[src/rtl/heap_sorter_top_defines.svh]
// ----------------------------------------------------------------------------
// heap sorter assertion macros
// shared concurrent check forms for the heap sorter rtl
// ----------------------------------------------------------------------------
`ifndef HEAP_SORTER_TOP_DEFINES_SVH
`define HEAP_SORTER_TOP_DEFINES_SVH

// same-cycle implication
`define HS_ASSERT_NOW(label, clk, rstn, ante, cons) \
    label: assert property (@(posedge clk) disable iff (!(rstn)) (ante) |-> (cons)) \
        else $error("heap sorter check failed");

// next-cycle implication
`define HS_ASSERT_NEXT(label, clk, rstn, ante, cons) \
    label: assert property (@(posedge clk) disable iff (!(rstn)) (ante) |=> (cons)) \
        else $error("heap sorter check failed");

`endif

[src/rtl/hs_pkg.sv]
// ----------------------------------------------------------------------------
// heap sorter package
// shared constants and cell control type
// ----------------------------------------------------------------------------
package hs_pkg;

    localparam int HS_MAX_ITEMS = 16;
    localparam int HS_DATA_W    = 32;

    typedef struct packed {
        logic                        insert;
        logic                        pop;
        logic signed [HS_DATA_W-1:0] new_value;
    } hs_cell_ctrl_t;

endpackage

[src/rtl/heap_sorter_top.sv]
// load: one element per cycle while loading, held in an ordered row of cells
// the transaction marked last switches to drain; the head cell is then registered to the output
// a set drains smallest first as outputs are taken; input is held off while the row drains
// a set holds up to MAX_ITEMS elements; later ones are dropped and m_dropped is set
// reset: synchronous active-low aresetn empties every cell and clears the overflow flag
// ----------------------------------------------------------------------------
// heap sorter top
// collects a set of signed values and returns them in ascending order
// ----------------------------------------------------------------------------
`include "heap_sorter_top_defines.svh"

module heap_sorter_top
    import hs_pkg::*;
#(
    parameter int MAX_ITEMS = HS_MAX_ITEMS
) (
    input  logic                        aclk,
    input  logic                        aresetn,
    input  logic                        s_valid,
    output logic                        s_ready,
    input  logic signed [HS_DATA_W-1:0] s_value,
    input  logic                        s_is_last,
    output logic                        m_valid,
    input  logic                        m_ready,
    output logic signed [HS_DATA_W-1:0] m_sorted_value,
    output logic                        m_last_out,
    output logic                        m_dropped
);

    typedef enum logic [1:0] {
        ST_LOAD  = 2'b01,
        ST_DRAIN = 2'b10
    } hs_state_t;

    hs_state_t state_reg, state_next;
    logic      overflow_reg, overflow_next;

    logic                        m_valid_reg;
    logic signed [HS_DATA_W-1:0] m_sorted_value_reg;
    logic                        m_last_out_reg;
    logic                        m_dropped_reg;

    logic signed [HS_DATA_W-1:0] cell_value [MAX_ITEMS];
    logic [MAX_ITEMS-1:0]        cell_valid;
    logic [MAX_ITEMS-1:0]        cell_ins;

    hs_cell_ctrl_t ctrl;
    logic          accept;
    logic          full;
    logic          load_out;
    logic          pop_last;

    assign s_ready  = (state_reg == ST_LOAD);
    assign accept   = s_valid && s_ready;
    assign full     = cell_valid[MAX_ITEMS-1];
    assign load_out = (state_reg == ST_DRAIN) && (!m_valid_reg || m_ready);
    assign pop_last = load_out && !cell_valid[1];

    assign ctrl.insert    = accept && !full;
    assign ctrl.pop       = load_out;
    assign ctrl.new_value = s_value;

    // ordered row, smallest value in cell 0
    for (genvar i = 0; i < MAX_ITEMS; i++) begin : g_cell
        logic signed [HS_DATA_W-1:0] lv;
        logic                        lval;
        logic                        lins;
        logic signed [HS_DATA_W-1:0] rv;
        logic                        rval;

        if (i == 0) begin : g_first
            assign lv   = '0;
            assign lval = 1'b0;
            assign lins = 1'b0;
        end else begin : g_mid
            assign lv   = cell_value[i-1];
            assign lval = cell_valid[i-1];
            assign lins = cell_ins[i-1];
        end

        if (i == MAX_ITEMS - 1) begin : g_end
            assign rv   = '0;
            assign rval = 1'b0;
        end else begin : g_inner
            assign rv   = cell_value[i+1];
            assign rval = cell_valid[i+1];
        end

        hs_cell u_cell (
            .aclk        (aclk),
            .aresetn     (aresetn),
            .ctrl        (ctrl),
            .left_value  (lv),
            .left_valid  (lval),
            .left_ins    (lins),
            .right_value (rv),
            .right_valid (rval),
            .value       (cell_value[i]),
            .valid       (cell_valid[i]),
            .ins         (cell_ins[i])
        );
    end

    always_comb begin
        state_next    = state_reg;
        overflow_next = overflow_reg;
        unique case (state_reg)
            ST_LOAD: begin
                if (accept) begin
                    overflow_next = overflow_reg | full;
                    if (s_is_last) begin
                        state_next = ST_DRAIN;
                    end
                end
            end
            ST_DRAIN: begin
                if (pop_last) begin
                    state_next    = ST_LOAD;
                    overflow_next = 1'b0;
                end
            end
            default: begin
                state_next = ST_LOAD;
            end
        endcase
    end

    always_ff @(posedge aclk) begin
        if (!aresetn) begin
            state_reg    <= ST_LOAD;
            overflow_reg <= 1'b0;
            m_valid_reg  <= 1'b0;
        end else begin
            state_reg    <= state_next;
            overflow_reg <= overflow_next;
            if (load_out) begin
                m_valid_reg <= 1'b1;
            end else if (m_ready) begin
                m_valid_reg <= 1'b0;
            end
        end
        if (load_out) begin
            m_sorted_value_reg <= cell_value[0];
            m_last_out_reg     <= !cell_valid[1];
            m_dropped_reg      <= overflow_reg;
        end
    end

    assign m_valid        = m_valid_reg;
    assign m_sorted_value = m_sorted_value_reg;
    assign m_last_out     = m_last_out_reg;
    assign m_dropped      = m_dropped_reg;

    `HS_ASSERT_NOW(a_valid_prefix, aclk, aresetn, 1'b1,
        (((cell_valid + MAX_ITEMS'(1)) & cell_valid) == '0))
    `HS_ASSERT_NOW(a_drain_nonempty, aclk, aresetn, state_reg == ST_DRAIN, cell_valid[0])
    `HS_ASSERT_NEXT(a_last_starts_drain, aclk, aresetn, accept && s_is_last,
        state_reg == ST_DRAIN)

endmodule

[src/rtl/hs_cell.sv]
// ----------------------------------------------------------------------------
// heap sorter cell
// one slot of the ordered row: shifts right on insert, left on pop
// ----------------------------------------------------------------------------
module hs_cell
    import hs_pkg::*;
(
    input  logic                        aclk,
    input  logic                        aresetn,
    input  hs_cell_ctrl_t               ctrl,
    input  logic signed [HS_DATA_W-1:0] left_value,
    input  logic                        left_valid,
    input  logic                        left_ins,
    input  logic signed [HS_DATA_W-1:0] right_value,
    input  logic                        right_valid,
    output logic signed [HS_DATA_W-1:0] value,
    output logic                        valid,
    output logic                        ins
);

    logic signed [HS_DATA_W-1:0] value_reg;
    logic signed [HS_DATA_W-1:0] value_next;
    logic                        valid_reg;
    logic                        valid_next;

    assign ins   = !valid_reg || (ctrl.new_value < value_reg);
    assign value = value_reg;
    assign valid = valid_reg;

    always_comb begin
        value_next = value_reg;
        valid_next = valid_reg;
        if (ctrl.insert && ins) begin
            if (left_ins) begin
                value_next = left_value;
                valid_next = left_valid;
            end else begin
                value_next = ctrl.new_value;
                valid_next = 1'b1;
            end
        end else if (ctrl.pop) begin
            value_next = right_value;
            valid_next = right_valid;
        end
    end

    always_ff @(posedge aclk) begin
        if (!aresetn) begin
            valid_reg <= 1'b0;
        end else begin
            valid_reg <= valid_next;
        end
        value_reg <= value_next;
    end

endmodule

[config.mk]
export PLATFORM = sky130hd
export DESIGN_NAME = heap_sorter_top
export DESIGN_NICKNAME = d
export VERILOG_FILES = /design/src/rtl/hs_pkg.sv /design/src/rtl/heap_sorter_top.sv /design/src/rtl/hs_cell.sv
export VERILOG_INCLUDE_DIRS = /design/src /design/src/rtl
export SDC_FILE = /design/constraint.sdc
export NUM_CORES = 2
export LEC_CHECK = 0
export BUFFER_PORTS_ARGS = -buffer_cell sky130_fd_sc_hd__buf_2
export CORE_ASPECT_RATIO = 2
export CORE_MARGIN = 2
export CORE_UTILIZATION = 59
export DETAILED_ROUTE_END_ITERATION = 8
export GPL_TIMING_DRIVEN = 0
export PLACE_DENSITY = 0.9
export SKIP_LAST_GASP = 1
export SLEW_MARGIN = 20
export SYNTH_ARGS = -nofsm -noshare
export SYNTH_HDL_FRONTEND = slang
export SYNTH_SLANG_ARGS = --single-unit
[constraint.sdc]
create_clock -name aclk -period 5.7 [get_ports aclk]
set_input_delay 0.855 -clock aclk [delete_from_list [all_inputs] [get_ports aclk]]
set_output_delay 0.855 -clock aclk [all_outputs]
set_load 0.01 [all_outputs]
==> impl_metrics.json <==
{
  "synth-main-ff-cell": "edfxtp_1",
  "rows": 145,
  "ctsHoldBuffers": 0,
  "dr.pass1.iters": 9,
  "netlist_area_um2": 46500,
  "drt_iter0_markers": 4932,
  "synth_cells": 5237,
  "grt_pass1_wl_um": 284000,
  "synth_top_area_cell": "edfxtp_1",
  "cts_made_buffers": 54,
  "rsz0062_at_grt": "false",
  "fmaxAchievable_mhz": 176,
  "yosysMostFrequentCell": "edfxtp_1",
  "antenna_found_initial": 12,
  "critical_path.max_fanout": 20,
  "wire_per_inst_um": 30.2,
  "critPathRequiredTime_ns": 6.13,
  "grt_util_met1_pct": 42.4,
  "grt_usage_pct": 47.6,
  "fin_crit_sh_pct": 99.9,
  "finalCriticalPeriod_ns": 5.69,
  "yosys.area_share.simple_pct": 14.3,
  "hold_violations": 0,
  "initial_utilization_pct": 59.6,
  "grt_max_degree": 36,
  "synth_compound_area_share_pct": 20.5,
  "status": "complete, no violations",
  "detailed_place_hpwl_um": 152000,
  "cts_root_buf": "clkbuf_16",
  "p_leak_uw": 0.0207,
  "min_path_type": "register to register",
  "layout-drive-gt1-share_pct": 7.06,
  "arrival_ns": 6.12,
  "fin_util_pct": 64.9,
  "grt_util_met3_pct": 10.6,
  "fp.dieH_um": 401,
  "grt_pass1_vias": 47660,
  "maxSlewHeadroom_pct": 10.8,
  "max_cap_violations": 0,
  "synth_fp_nets": 5739,
  "dr_total_vias": 45767,
  "fp.dieW_um": 203,
  "cp-start-kind": "input pin",
  "worstSetupPathType": "input pin to register",
  "finClkSkew_ns": 0.0257,
  "synthXorXnorAreaFrac_pct": 0,
  "worst_slew_pin_slew_ns": 1.34,
  "port_buffers": 71,
  "synth_top_area_share_pct": 35.3,
  "synth_common_cells": "546 x edfxtp_1, 534 x nand2_1, 489 x inv_1",
  "fin_nets": 5884,
  "synthArstFlopShare_pct": 0,
  "tritoncts": "yes",
  "largest_register_ffs": 512,
  "via_per_inst": 7.08,
  "die_area_um2": 81200,
  "synth-seq-area-share_pct": 36.1,
  "wirelength_um": 196000,
  "muxShareOfSynthArea_pct": 8.87,
  "yosysWarnings": 0,
  "ys_types": 78,
  "drc": 0,
  "area_growth_pct": 8.81,
  "grt_overflow": 0,
  "ioPinCount": 73,
  "clk_path_buf_depth": 3,
  "ir_worst_vdd_uv": 259,
  "avgSynthCellArea_um2": 8.88,
  "gr-max-usage-layer": "met2",
  "gp_congestion": 1.03,
  "whs_ns": 0.439,
  "clkLatencyLatePin_ns": 0.69,
  "synth_edf_count": 546,
  "cts_sinks": 566,
  "synthTopCellsByArea": "edfxtp_1 35%, ha_1 13%, mux2i_1 5.6%, nand2_1 4.3%, o21ai_0 4.2%",
  "ant_nets": 0,
  "end_kind": "register",
  "core_area_um2": 78000,
  "path_clk_slew_ns": 0.07,
  "h-tree-depth": 2,
  "synth_fa_ha_area_share_pct": 12.5,
  "ys_ff_latch": 566,
  "drv_slew": 0,
  "setup_viol": 0,
  "synth_top_family_by_area": "compound AO/OA/AOI/OAI gates",
  "grt_use_met2_pct": 82.0,
  "power.density_nw_per_um2": 316
}
[repair_timing]
item / 4_1_cts / 5_1_grt
pin swaps: 1 / 0
buffers inserted: 1 / 0
resized for setup: 1 / 13
setup endpoints to repair: 51 / 162
[per-layer routing]
metal / routed length (µm) / part of all wire [%]
met1: 55600 / 28
met2: 96200 / 49
met3: 16400 / 8.4
met4: 27300 / 14
met5: 30 / 0.015
[per-stage QoR]
stage | total power, µW | setup TNS (ns) | setup WS (ns) | instances | cell area, µm²
2_1_floorplan | 9430 | 0 | 0.137 | 5237 | 46500
3_3_place_gp | 11200 | -512.41 | -2.81 | 6337 | 48100
3_5_place_dp | 11500 | -155.40 | -0.695 | 6351 | 48500
4_1_cts | 15600 | 0 | 0.0738 | 6454 | 50400
5_1_grt | 16500 | 0 | 0.0333 | 6458 | 50600
6_report | 16000 | 0 | 0.00813 | 6467 | 50600
[cells in the final DEF, fill, tap and decap left out, types with 36 or more instances in the layout]
master | synthesis | routed
edfxtp_1 | 546 | 546
nand2_1 | 534 | 524
inv_1 | 489 | 489
ha_1 | 465 | 465
o21ai_0 | 393 | 389
clkbuf_1 | 381 | 375
a21oi_1 | 353 | 353
nor2_1 | 311 | 311
mux2i_1 | 261 | 260
or3_1 | 131 | 131
a31oi_1 | 113 | 112
buf_2 | 40 | 111
mux2_2 | 105 | 105
and3_1 | 103 | 103
nor3_1 | 100 | 99
o311ai_0 | 97 | 96
a21o_1 | 79 | 79
nand4_1 | 66 | 66
a221o_1 | 66 | 66
nand2b_1 | 61 | 61
clkbuf_16 | 0 | 54
a211oi_1 | 50 | 49
nand3_1 | 47 | 47
a221oi_1 | 42 | 42
o2111ai_1 | 36 | 36
[power breakdown]
group | total, µW | switching (µW) | leakage [µW] | internal [µW]
Sequential | 5940 | 496 | 0.00536 | 5450
Clock | 4180 | 1910 | 0.000918 | 2270
Combinational | 5850 | 3840 | 0.0144 | 2010
Total | 16000 | 6240 | 0.0207 | 9730
[worst max-delay path, stage by stage]
cell      delay, ns
buf_2          0.64
ha_1           0.49
nand4_1        0.20
nor3_1         0.88
nand2_1        0.12
o211ai_1       0.24
a41oi_1        0.11
mux2i_1        0.92
nand2b_1       0.20
clkbuf_1       0.46
clkbuf_1       0.58
mux2_2         0.41
[final cells by class]
cell class                 instances  area [µm²]
antenna                           10        25.0
buffer                           431        1720
clock buffer                      62        1390
clock inverter                    40         538
fill                            6641       27400
inverter                         492        1850
multi-input combinational       3747       26300
sequential                       566       16800
tap                             1029        1290
timing repair buffer              90         674
[cells by family after synthesis]
logic type | count (synthesis)
AOI/OAI and AO/OA | 1463
and+or+nand+nor | 1424
buffers and inverters | 924
DFF | 566
adders and majority gates | 465
muxes | 395
[final timing paths]
| check | slack [ns] | cells after the start | from | end |
|---|---|---|---|---|
| hold reg to reg | 0.44 | 0 | overflow_reg | m_dropped |
| setup / recovery | 0.008 | 12 | s_value[31] | g_cell[3].u_cell.value[20] |
| hold / removal | 0.44 | 0 | overflow_reg | m_dropped |
| setup reg to reg | 0.24 | 10 | g_cell[9].u_cell.value[31] | g_cell[9].u_cell.value[5] |
No activity file was read; power rests on OpenSTA's default activity.
